## config.mk

```make
export PLATFORM = sky130hd
export DESIGN_NAME = rgb_to_hsv_convert_top_flat
export DESIGN_NICKNAME = d
export VERILOG_FILES = /design/src/rhc_pkg.sv /design/src/rhc_if.sv /design/src/rgb_to_hsv_convert_top.sv /design/src/rhc_prep.sv /design/src/rhc_cell.sv /design/src/flat_wrapper.sv
export SDC_FILE = /design/constraint.sdc
export NUM_CORES = 2
export LEC_CHECK = 0
export BUFFER_PORTS_ARGS = -buffer_cell sky130_fd_sc_hd__buf_2
export CAP_MARGIN = 25
export CORE_MARGIN = 4
export CORE_UTILIZATION = 55
export CTS_CLUSTER_SIZE = 12
export DETAILED_ROUTE_END_ITERATION = 16
export GPL_TIMING_DRIVEN = 1
export PLACE_DENSITY = 0.82
export SETUP_SLACK_MARGIN = 0.5
export SYNTH_ARGS = -nofsm -noshare
export SYNTH_HDL_FRONTEND = slang
export SYNTH_SLANG_ARGS = --single-unit
```

## constraint.sdc

```tcl
create_clock -name clk -period 7.96 [get_ports clk]
set_input_delay 0.398 -clock clk [delete_from_list [all_inputs] [get_ports clk]]
set_output_delay 0.398 -clock clk [all_outputs]
set_load 0.1 [all_outputs]
```

## src/rhc_pkg.sv

```systemverilog
// ----------------------------------------------------------------------------
// rhc_pkg
// Shared widths and the data record handed between the cells of the RGB to
// HSV converter.
// ----------------------------------------------------------------------------
`default_nettype none

package rhc_pkg;

  localparam int unsigned CHAN_W    = 8;
  localparam int unsigned RGB_W     = 3 * CHAN_W;
  localparam int unsigned FRAC_W    = 16;
  localparam int unsigned HUE_W     = FRAC_W;
  localparam int unsigned SAT_W     = FRAC_W + 1;
  localparam int unsigned HUE_DIV_W = 11;
  localparam int unsigned NUM_CELLS = FRAC_W;
  localparam int unsigned DEPTH     = NUM_CELLS + 1;
  localparam int unsigned CNT_W     = $clog2(DEPTH + 1);

  typedef struct packed {
    logic                  gray;
    logic [HUE_DIV_W-1:0]  hue_rem;
    logic [HUE_DIV_W-1:0]  hue_div;
    logic [HUE_W-1:0]      hue_q;
    logic [CHAN_W-1:0]     sat_rem;
    logic [CHAN_W-1:0]     value;
    logic                  sat_int;
    logic [FRAC_W-1:0]     sat_q;
  } cell_data_t;

endpackage

`default_nettype wire

```

## src/rhc_if.sv

```systemverilog
// ----------------------------------------------------------------------------
// rgb_if / hsv_if
// Valid/ready channels carrying one packed color and one HSV result.
// ----------------------------------------------------------------------------
`default_nettype none

interface rgb_if;
  logic                       valid;
  logic                       ready;
  logic [rhc_pkg::RGB_W-1:0]  rgb_word;

  modport source (output valid, output rgb_word, input ready);
  modport sink   (input valid, input rgb_word, output ready);
endinterface

interface hsv_if;
  logic                        valid;
  logic                        ready;
  logic [rhc_pkg::HUE_W-1:0]   hue_frac;
  logic [rhc_pkg::SAT_W-1:0]   sat_frac;
  logic [rhc_pkg::CHAN_W-1:0]  value_level;

  modport source (output valid, output hue_frac, output sat_frac, output value_level,
                  input ready);
  modport sink   (input valid, input hue_frac, input sat_frac, input value_level,
                  output ready);
endinterface

`default_nettype wire

```

## src/rgb_to_hsv_convert_top.sv

```systemverilog
// ----------------------------------------------------------------------------
// rgb_to_hsv_convert_top
// Fixed-point RGB to HSV converter built as a row of division cells.
// ----------------------------------------------------------------------------
// Usage:
//   in_ch  carries one packed color per transaction (red in bits 23..16).
//   out_ch carries hue_frac (0.16 turn), sat_frac (65536 = 1.0) and
//   value_level (largest channel byte) per transaction, in input order.
//   Each input transaction is registered in every stage in turn before it
//   appears on out_ch. The 17 stages are one head cell that picks the sector
//   and the integer quotient bits, then 16 cells that each produce one
//   fraction bit of hue and of saturation. Throughput is one transaction per
//   cycle while out_ch is taken; the row holds up to 17 colors.
//   Each cell advances when it is empty or its neighbor takes its data, so
//   bubbles collapse and the row keeps accepting while the output waits,
//   until every cell is full. A stalled receiver holds out_ch unchanged.
//   Reset clears all cell valid flags; no results are pending afterwards.
//   Gray inputs (all channels equal) give hue and saturation of zero.
// ----------------------------------------------------------------------------
`default_nettype none

module rgb_to_hsv_convert_top (
  input  wire logic clk,
  input  wire logic rst_n,
  rgb_if.sink       in_ch,
  hsv_if.source     out_ch
);

  logic                  cell_valid [0:rhc_pkg::NUM_CELLS];
  logic                  cell_ready [0:rhc_pkg::NUM_CELLS];
  rhc_pkg::cell_data_t   cell_data  [0:rhc_pkg::NUM_CELLS];
  rhc_pkg::cell_data_t   last;

  rhc_prep u_prep (
    .clk      (clk),
    .rst_n    (rst_n),
    .up_valid (in_ch.valid),
    .up_ready (in_ch.ready),
    .up_rgb   (in_ch.rgb_word),
    .dn_valid (cell_valid[0]),
    .dn_ready (cell_ready[0]),
    .dn_data  (cell_data[0])
  );

  for (genvar i = 0; i < rhc_pkg::NUM_CELLS; i++) begin : g_cell
    rhc_cell u_cell (
      .clk      (clk),
      .rst_n    (rst_n),
      .up_valid (cell_valid[i]),
      .up_ready (cell_ready[i]),
      .up_data  (cell_data[i]),
      .dn_valid (cell_valid[i+1]),
      .dn_ready (cell_ready[i+1]),
      .dn_data  (cell_data[i+1])
    );
  end

  assign last                   = cell_data[rhc_pkg::NUM_CELLS];
  assign cell_ready[rhc_pkg::NUM_CELLS] = out_ch.ready;
  assign out_ch.valid           = cell_valid[rhc_pkg::NUM_CELLS];
  assign out_ch.hue_frac        = last.gray ? '0 : last.hue_q;
  assign out_ch.sat_frac        = last.gray ? '0 : {last.sat_int, last.sat_q};
  assign out_ch.value_level     = last.value;

  logic [rhc_pkg::CNT_W-1:0] inflight_r;
  logic [rhc_pkg::CNT_W-1:0] inflight_nxt;
  logic                      in_fire;
  logic                      out_fire;

  assign in_fire  = in_ch.valid && in_ch.ready;
  assign out_fire = out_ch.valid && out_ch.ready;

  always_comb begin
    inflight_nxt = inflight_r;
    if (in_fire && !out_fire) begin
      inflight_nxt = inflight_r + 1'b1;
    end else if (out_fire && !in_fire) begin
      inflight_nxt = inflight_r - 1'b1;
    end
  end

  always_ff @(posedge clk) begin
    if (!rst_n) begin
      inflight_r <= '0;
    end else begin
      inflight_r <= inflight_nxt;
    end
  end

  a_inflight_bound: assert property (@(posedge clk) disable iff (!rst_n)
    inflight_r <= rhc_pkg::CNT_W'(rhc_pkg::DEPTH))
    else $error("more transactions in flight than cells");

  a_stall_only_full: assert property (@(posedge clk) disable iff (!rst_n)
    !in_ch.ready |-> (out_ch.valid && !out_ch.ready
                      && inflight_r == rhc_pkg::CNT_W'(rhc_pkg::DEPTH)))
    else $error("input stalled while the row has room");

  a_full_sat: assert property (@(posedge clk) disable iff (!rst_n)
    (out_ch.valid && out_ch.sat_frac[rhc_pkg::SAT_W-1]) |->
      (out_ch.sat_frac[rhc_pkg::FRAC_W-1:0] == '0))
    else $error("saturation above one");

  a_gray_hue: assert property (@(posedge clk) disable iff (!rst_n)
    (out_ch.valid && out_ch.sat_frac == '0) |-> (out_ch.hue_frac == '0))
    else $error("gray color with nonzero hue");

endmodule

`default_nettype wire

```

## src/rhc_prep.sv

```systemverilog
// ----------------------------------------------------------------------------
// rhc_prep
// Head cell: picks the sector, forms max, delta, the hue numerator and the
// integer quotient bits, and loads the first division remainders.
// ----------------------------------------------------------------------------
`default_nettype none

module rhc_prep (
  input  wire logic                       clk,
  input  wire logic                       rst_n,
  input  wire logic                       up_valid,
  output      logic                       up_ready,
  input  wire logic [rhc_pkg::RGB_W-1:0]  up_rgb,
  output      logic                       dn_valid,
  input  wire logic                       dn_ready,
  output      rhc_pkg::cell_data_t        dn_data
);

  logic                                valid_r;
  rhc_pkg::cell_data_t                 data_r;
  rhc_pkg::cell_data_t                 data_nxt;
  logic [rhc_pkg::CHAN_W-1:0]          r, g, b, hi, lo, delta;
  logic [rhc_pkg::HUE_DIV_W-1:0]       sixd;
  logic signed [rhc_pkg::HUE_DIV_W+1:0] num_s;
  logic [rhc_pkg::HUE_DIV_W-1:0]       num;
  logic                                load;

  assign r = up_rgb[3*rhc_pkg::CHAN_W-1 -: rhc_pkg::CHAN_W];
  assign g = up_rgb[2*rhc_pkg::CHAN_W-1 -: rhc_pkg::CHAN_W];
  assign b = up_rgb[rhc_pkg::CHAN_W-1 -: rhc_pkg::CHAN_W];

  always_comb begin
    lo = (r < g) ? r : g;
    lo = (lo < b) ? lo : b;
    if (r >= g && r >= b) begin
      hi    = r;
      delta = r - lo;
      num_s = $signed({2'b00, 3'd0, delta} * 13'sd6) + $signed({5'd0, g}) - $signed({5'd0, b});
    end else if (g >= b) begin
      hi    = g;
      delta = g - lo;
      num_s = $signed({2'b00, 3'd0, delta} * 13'sd2) + $signed({5'd0, b}) - $signed({5'd0, r});
    end else begin
      hi    = b;
      delta = b - lo;
      num_s = $signed({2'b00, 3'd0, delta} * 13'sd4) + $signed({5'd0, r}) - $signed({5'd0, g});
    end
    sixd = rhc_pkg::HUE_DIV_W'({3'd0, delta} * 11'd6);
    num  = num_s[rhc_pkg::HUE_DIV_W-1:0];

    data_nxt.gray    = (delta == '0);
    data_nxt.hue_div = sixd;
    data_nxt.hue_rem = (num >= sixd) ? (num - sixd) : num;
    data_nxt.hue_q   = '0;
    data_nxt.value   = hi;
    data_nxt.sat_int = (delta >= hi);
    data_nxt.sat_rem = (delta >= hi) ? (delta - hi) : delta;
    data_nxt.sat_q   = '0;
  end

  assign up_ready = !valid_r || dn_ready;
  assign load     = up_valid && up_ready;

  always_ff @(posedge clk) begin
    if (!rst_n) begin
      valid_r <= 1'b0;
    end else if (up_ready) begin
      valid_r <= up_valid;
    end
  end

  always_ff @(posedge clk) begin
    if (load) begin
      data_r <= data_nxt;
    end
  end

  assign dn_valid = valid_r;
  assign dn_data  = data_r;

endmodule

`default_nettype wire

```

## src/rhc_cell.sv

```systemverilog
// ----------------------------------------------------------------------------
// rhc_cell
// One restoring division step for hue and saturation: yields one fraction
// bit of each and hands the record to the next cell.
// ----------------------------------------------------------------------------
`default_nettype none

module rhc_cell (
  input  wire logic                 clk,
  input  wire logic                 rst_n,
  input  wire logic                 up_valid,
  output      logic                 up_ready,
  input  wire rhc_pkg::cell_data_t  up_data,
  output      logic                 dn_valid,
  input  wire logic                 dn_ready,
  output      rhc_pkg::cell_data_t  dn_data
);

  logic                             valid_r;
  rhc_pkg::cell_data_t              data_r;
  rhc_pkg::cell_data_t              data_nxt;
  logic [rhc_pkg::HUE_DIV_W:0]      hue_t;
  logic [rhc_pkg::CHAN_W:0]         sat_t;
  logic                             hue_bit;
  logic                             sat_bit;

  always_comb begin
    hue_t    = {up_data.hue_rem, 1'b0};
    sat_t    = {up_data.sat_rem, 1'b0};
    hue_bit  = (hue_t >= {1'b0, up_data.hue_div});
    sat_bit  = (sat_t >= {1'b0, up_data.value});
    data_nxt = up_data;
    data_nxt.hue_rem = hue_bit ? rhc_pkg::HUE_DIV_W'(hue_t - {1'b0, up_data.hue_div})
                               : hue_t[rhc_pkg::HUE_DIV_W-1:0];
    data_nxt.sat_rem = sat_bit ? rhc_pkg::CHAN_W'(sat_t - {1'b0, up_data.value})
                               : sat_t[rhc_pkg::CHAN_W-1:0];
    data_nxt.hue_q   = {up_data.hue_q[rhc_pkg::HUE_W-2:0], hue_bit};
    data_nxt.sat_q   = {up_data.sat_q[rhc_pkg::FRAC_W-2:0], sat_bit};
  end

  assign up_ready = !valid_r || dn_ready;

  always_ff @(posedge clk) begin
    if (!rst_n) begin
      valid_r <= 1'b0;
    end else if (up_ready) begin
      valid_r <= up_valid;
    end
  end

  always_ff @(posedge clk) begin
    if (up_valid && up_ready) begin
      data_r <= data_nxt;
    end
  end

  assign dn_valid = valid_r;
  assign dn_data  = data_r;

endmodule

`default_nettype wire

```

## src/flat_wrapper.sv

```systemverilog
// flat-port wrapper written by rule: the top's interface ports become plain ports
module rgb_to_hsv_convert_top_flat 
  (clk, rst_n, in_ch_valid, in_ch_rgb_word, in_ch_ready, out_ch_valid, out_ch_hue_frac, out_ch_sat_frac, out_ch_value_level, out_ch_ready);
  rgb_if in_ch_i ();
  hsv_if out_ch_i ();
  input  wire logic clk;
  input  wire logic rst_n;
  input wire logic [$bits(in_ch_i.valid)-1:0] in_ch_valid;
  input wire logic [$bits(in_ch_i.rgb_word)-1:0] in_ch_rgb_word;
  output wire logic [$bits(in_ch_i.ready)-1:0] in_ch_ready;
  output wire logic [$bits(out_ch_i.valid)-1:0] out_ch_valid;
  output wire logic [$bits(out_ch_i.hue_frac)-1:0] out_ch_hue_frac;
  output wire logic [$bits(out_ch_i.sat_frac)-1:0] out_ch_sat_frac;
  output wire logic [$bits(out_ch_i.value_level)-1:0] out_ch_value_level;
  input wire logic [$bits(out_ch_i.ready)-1:0] out_ch_ready;
  assign in_ch_i.valid = in_ch_valid;
  assign in_ch_i.rgb_word = in_ch_rgb_word;
  assign in_ch_ready = in_ch_i.ready;
  assign out_ch_valid = out_ch_i.valid;
  assign out_ch_hue_frac = out_ch_i.hue_frac;
  assign out_ch_sat_frac = out_ch_i.sat_frac;
  assign out_ch_value_level = out_ch_i.value_level;
  assign out_ch_i.ready = out_ch_ready;
  rgb_to_hsv_convert_top u_core (.clk(clk), .rst_n(rst_n), .in_ch(in_ch_i), .out_ch(out_ch_i));
endmodule
```

; ---- After elaboration in Yosys (flattened, before gate mapping)
; Index checks and enable logic that the tools add are counted.
[word_totals]
output_inout_bits = 43
ff_bits = 923
word_cells = 355
[classes]
mul = 2
reduce_logical = 53
muxes = 42
order_cmp = 39
add_sub_neg = 41
[op_table]
columns = cell, n
row1 = 2-to-1 mux 11 bit, 18
row2 = >= comparator 12 x 11 -> 1 bit, 16
row3 = 2-to-1 mux 8 bit, 22
row4 = subtractor 11 bit, 16
row5 = subtractor 8 bit, 19
row6 = >= comparator 9 x 8 -> 1 bit, 16
row7 = >= comparator 8 bit, 4
row8 = subtractor 11 x 8 -> 11 bit, 2
row9 = "multiplier 8 x 2 -> 10 bit, second input constant", 2
row10 = logical AND 1 bit, 18
row11 = zero test 1 bit, 17
row12 = logical OR 1 bit, 17
row13 = 2-to-1 mux 17 bit, 1
row14 = < comparator 8 bit, 2
row15 = 2-to-1 mux 16 bit, 1
row16 = adder 10 x 8 -> 11 bit, 1
row17 = adder 11 x 8 -> 11 bit, 1
row18 = >= comparator 11 bit, 1
row19 = subtractor 10 x 8 -> 11 bit, 1
row20 = adder 9 x 8 -> 10 bit, 1
row21 = zero test 8 bit, 1

; ---- Depth between registers and ports, before layout
[logic_depth]
depth_word = 19
depth_mapped = 45

; ---- By module
; Synthesis repeated with hierarchy kept, for this count alone.
[unflattened]
hier_cells = 4800
hier_area_um2 = 61101.1
[modules_own_cells]
columns = mod, cells_each, seq_area_each_um2, area_per_inst_um2, instances
row1 = rhc_cell at u_core.g_cell[0].u_cell ..., 246, 2182.1, 3352.0, 15
row2 = rhc_prep, 832, 1191.1, 7194.4, 1
row3 = rhc_cell at u_core.g_cell[4].u_cell, 242, 2182.1, 3398.3, 1
row4 = rgb_to_hsv_convert_top, 36, 0.0, 229.0, 1

; ---- Worst setup path before layout
; No wires, ideal clock.
[synth_path]
path_type = input to register
from = input in_ch_rgb_word[9]
to = register u_core.u_prep.data_r (netlist bit u_core.u_prep.dn_data[69]), data pin
arrival_time_ns = 8.494
setup_time_ns = 0.254
path_slack_ns = -0.789
required_time_ns = 7.706
path_stages = 41
cell_sequence = clkbuf_1 inv_1 fa_1 nand3_1 a21oi_2 nor2_1 a21oi_1 inv_1 ha_1 a21oi_1 a21oi_1 nor3_1 nor3_1 o21ai_0 ha_1 inv_1 ha_1 o21bai_1 [... 5 more ...] o21ai_0 a21oi_1 xnor2_1 fa_1 ha_1 a21oi_1 o21ai_0 a21o_1 a21oi_1 xnor2_1 xnor3_1 nor2_1 nor2_1 ha_1 a21oi_1 nand2_1 clkbuf_1 o21a_1
[synth_rtl]
columns = item, line
row1 = from (decl), flat_wrapper.sv:9  ; input wire logic [$bits(in_ch_i.rgb_word)-1:0] in_ch_rgb_word;
row2 = to (signal assigned), rhc_prep.sv:74  ; data_r <= data_nxt;
row3 = to (decl), rhc_prep.sv:20  ; rhc_pkg::cell_data_t data_r;

==> flow_results.xml <==
<?xml version="1.0" encoding="UTF-8"?>
<metrics>
  <group name="status">
    <metric name="outcome" unit="">completed</metric>
  </group>
  <group name="setup_path">
    <metric name="crit_slowest_cell" unit="">sky130_fd_sc_hd__fa_1</metric>
    <metric name="slowest_delay" unit="ns">0.56</metric>
    <metric name="criticalPathCategory" unit="">input pin to flip-flop</metric>
    <metric name="endpoint_kind" unit="">flip-flop</metric>
    <metric name="timing.critical_path.from_type" unit="">input pin</metric>
    <metric name="worstPathArrival" unit="ns">7.78</metric>
    <metric name="reg2regPathDepth" unit="">15</metric>
    <metric name="critPathMaxFanout" unit="">6</metric>
    <metric name="regToRegStartpoint" unit="">u_core.g_cell[5].u_cell.dn_data[51]</metric>
    <metric name="rrSetupSlack" unit="ns">4.16</metric>
    <metric name="cp.required" unit="ns">8.33</metric>
    <metric name="timing.rr.end" unit="">u_core.g_cell[6].u_cell.dn_data[64]</metric>
  </group>
  <group name="synthesis">
    <metric name="yosysWarnings" unit="">0</metric>
    <metric name="synth.area.top_cells" unit="">sky130_fd_sc_hd__edfxtp_1 (57%), sky130_fd_sc_hd__ha_1 (11%), sky130_fd_sc_hd__inv_1 (4.6%), sky130_fd_sc_hd__o21ai_0 (3.1%), sky130_fd_sc_hd__xnor2_1 (2.5%)</metric>
    <metric name="ys_dominant_reg_cell" unit="">sky130_fd_sc_hd__edfxtp_1</metric>
    <metric name="postSynthRegisterBits" unit="">908</metric>
    <metric name="syn-cell-area" unit="µm²">47300</metric>
    <metric name="syn-mean-instance-area" unit="µm²">12.0</metric>
    <metric name="number_of_enable_flip_flop_cells_after_synthesis" unit="">891</metric>
    <metric name="synthArstFlopShare" unit="%">0</metric>
    <metric name="syn_nets" unit="">4444</metric>
    <metric name="netlist_instances" unit="">3957</metric>
    <metric name="netlist.area_leader.share" unit="%">56.6</metric>
    <metric name="post_synthesis_cell_type_count" unit="">76</metric>
    <metric name="ys_seq_area_share" unit="%">57.3</metric>
    <metric name="largest_area_contributor_in_the_synthesized_netlist" unit="">sky130_fd_sc_hd__edfxtp_1</metric>
  </group>
  <group name="clock_network">
    <metric name="register_clock_pin_slew_on_the_reported_worst_setup_and_hold_paths" unit="ns">0.06</metric>
    <metric name="tritoncts" unit="">built</metric>
    <metric name="ctsHtreeMaxLevel" unit="">3</metric>
    <metric name="cts.root.buffer_cell" unit="">sky130_fd_sc_hd__clkbuf_16</metric>
    <metric name="worstSkewPairLatency" unit="ns">0.64</metric>
    <metric name="cts_made_buffers" unit="">89</metric>
    <metric name="clock_tree_buffer_depth" unit="">3</metric>
    <metric name="cts.sink_count" unit="">908</metric>
  </group>
  <group name="sta">
    <metric name="maxSlewViolCount" unit="">0</metric>
    <metric name="worst_hold_slack" unit="ns">0.0887</metric>
    <metric name="period_minus_slack" unit="ns">7.42</metric>
    <metric name="skew" unit="ns">0.0351</metric>
    <metric name="finalCritPeriodShare" unit="%">93.2</metric>
    <metric name="finalHoldViolCount" unit="">0</metric>
    <metric name="setup_violations" unit="">0</metric>
    <metric name="tightest_slew" unit="ns">1.05</metric>
    <metric name="max_freq" unit="MHz">135</metric>
    <metric name="slew_headroom" unit="%">29.8</metric>
    <metric name="grt_setup_unrepaired" unit="">true</metric>
  </group>
  <group name="power">
    <metric name="vdd_ir_drop_max" unit="V">0.000429</metric>
    <metric name="leakagePower" unit="µW">0.0213</metric>
    <metric name="power_per_cell_area" unit="nW/µm²">303</metric>
    <metric name="report.power.total" unit="µW">16200</metric>
  </group>
  <group name="route">
    <metric name="postRouteAntennaNets" unit="">0</metric>
    <metric name="dr_drc_count" unit="">0</metric>
    <metric name="drt_pass1_iterations" unit="">9</metric>
    <metric name="drt-wirelength-per-cell" unit="µm">17.5</metric>
    <metric name="drtIter0Drc" unit="">1989</metric>
    <metric name="wl" unit="mm">94.6</metric>
    <metric name="routed-via-count" unit="">30000</metric>
    <metric name="routed_via_density" unit="">5.54</metric>
  </group>
  <group name="grt">
    <metric name="antenna_found_initial" unit="">0</metric>
    <metric name="first_pass_grt_wire_length" unit="mm">151</metric>
    <metric name="globalRouteOverflowTotal" unit="">0</metric>
    <metric name="grt_max_degree" unit="">69</metric>
    <metric name="grt_pass1_vias" unit="">31100</metric>
    <metric name="gr-usage-all-layers" unit="%">20.6</metric>
  </group>
  <group name="cells_and_area">
    <metric name="layout-area-overhead-vs-synth" unit="%">13.1</metric>
    <metric name="drive_gt1_share" unit="%">12.5</metric>
    <metric name="n_antenna_cell" unit="">0</metric>
    <metric name="final_cell_mix" unit="">sky130_fd_sc_hd__edfxtp_1 (891), sky130_fd_sc_hd__inv_1 (566), sky130_fd_sc_hd__ha_1 (385)</metric>
    <metric name="design.final.nets" unit="">4726</metric>
    <metric name="final_util" unit="%">62.7</metric>
    <metric name="layout_commonest_cell" unit="">sky130_fd_sc_hd__edfxtp_1</metric>
  </group>
  <group name="placed_design">
    <metric name="gp_congestion" unit="">0.954</metric>
    <metric name="place_hpwl" unit="mm">67.8</metric>
    <metric name="buffer_ports.inserted" unit="">70</metric>
  </group>
  <group name="die">
    <metric name="die_y" unit="µm">301</metric>
    <metric name="die-area" unit="µm²">90800</metric>
    <metric name="floorplan.io_pins" unit="">71</metric>
    <metric name="core_region_area" unit="µm²">85300</metric>
    <metric name="die_x" unit="µm">301</metric>
    <metric name="initial_core_util" unit="%">55.5</metric>
    <metric name="placementRows" unit="">107</metric>
  </group>
  <group name="worst_hold_path">
    <metric name="hold-path-endpoint" unit="">u_core.u_prep.dn_valid</metric>
    <metric name="startpoint_of_the_tightest_hold_check_path" unit="">in_ch_valid</metric>
    <metric name="hold-path-cell-count" unit="">3</metric>
    <metric name="hold_path.class" unit="">input pin to flip-flop</metric>
  </group>
  <group name="run">
    <metric name="max-cap-violations" unit="">0</metric>
  </group>
</metrics>
==> worst max-delay path, delay by kind of cell <==
kind / cells / cell delay, ns
adders and majority gates: 9 / 2.57
muxes: 1 / 0.30
buffers and inverters: 6 / 0.43
xor gates and xnor gates: 4 / 0.74
and+or+nand+nor: 10 / 1.46
AOI/OAI and AO/OA: 13 / 1.89
==> metrics by stage <==
step,cell area [µm²],instances,worst slack (ns),TNS [ns]
final,53500,5418,0.544,0
after global routing,53500,5418,0.205,0
after CTS,53000,5406,0.500,0
after detailed placement,50400,5276,-0.353,-3.02
after global placement,50400,5272,-0.182,-1.19
after floorplan,47500,3957,-0.0712,-0.141
==> power breakdown <==
part	switching [µW]	total, µW	leakage, µW	internal, µW
Combinational	3490	6840	0.0121	3350
Sequential	115	5690	0.00797	5580
Clock	1670	3680	0.00119	2020
==> synth_stat cells, drive strengths merged (27+ instances only) <==
cell type and n:
xnor2 136, clkbuf 57, o21ai 300, nand2b 48, a21o 56, nor2 222
fa 58, a21oi 227, edfxtp 891, xor2 69, a21boi 64, and2 35
ha 401, nand3 36, inv 576, o31ai 51, nand4 43, nand2 264
mux2 27, nor2b 130
==> worst max path at each step <==
stage | depth (start not counted) | from | slack [ns] | to
floorplan | 39 | in_ch_rgb_word[15] | -0.07 | u_core.u_prep.dn_data[62]
finish | 43 | in_ch_rgb_word[16] | 0.54 | u_core.u_prep.dn_data[62]
global route | 42 | in_ch_rgb_word[11] | 0.20 | u_core.u_prep.dn_data[70]
CTS | 43 | in_ch_rgb_word[15] | 0.50 | u_core.u_prep.dn_data[69]
global placement | 38 | in_ch_rgb_word[15] | -0.18 | u_core.u_prep.dn_data[62]
detailed placement | 41 | in_ch_rgb_word[13] | -0.35 | u_core.u_prep.dn_data[62]
==> cell type report <==
class | count | area, µm²
tap | 1144 | 1430
inverter | 577 | 2180
timing repair buffer | 260 | 1850
clock inverter | 23 | 148
clock buffer | 103 | 2280
multi-input combinational | 2403 | 18500
sequential | 908 | 27100
fill | 6059 | 31800
==> layer usage <==
| layer | global-route usage (%) | vias to the layer above | share of wire, % |
|---|---|---|---|
| li1 | - | 14500 | - |
| met1 | 22.5 | 14500 | 38 |
| met2 | 40.2 | 799 | 54 |
| met3 | 2.45 | 247 | 4.0 |
| met4 | 8.25 | 0 | 3.8 |
| met5 | 0 | - | 0 |
==> flip-flops by register name, indices dropped and copies added, names as in the netlist <==
register                       flops
u_core.g_cell.u_cell.dn_valid     16
u_core.g_cell.u_cell.dn_data     852
u_core.u_prep.dn_data             39
u_core.u_prep.dn_valid             1
==> logic make-up after synthesis <==
family,share of synthesized area [%]
AND/OR/NAND/NOR,8.78
adder cells (fa/ha/maj),13.2
buffers and inverters,5.22
AO/OA/AOI/OAI,10.8
flip-flops,57.3
XOR/XNOR,3.84
multiplexers,0.971
==> timing repair <==
item                       4_1_cts  5_1_grt
resized for setup               21       85
setup endpoints to repair       10       10
pin swaps                       19       30
cloned                           0        1
hold buffers                     0        0
buffers inserted                 4        8
hold endpoints to repair         0        0
(Power assumes the default switching activity.)
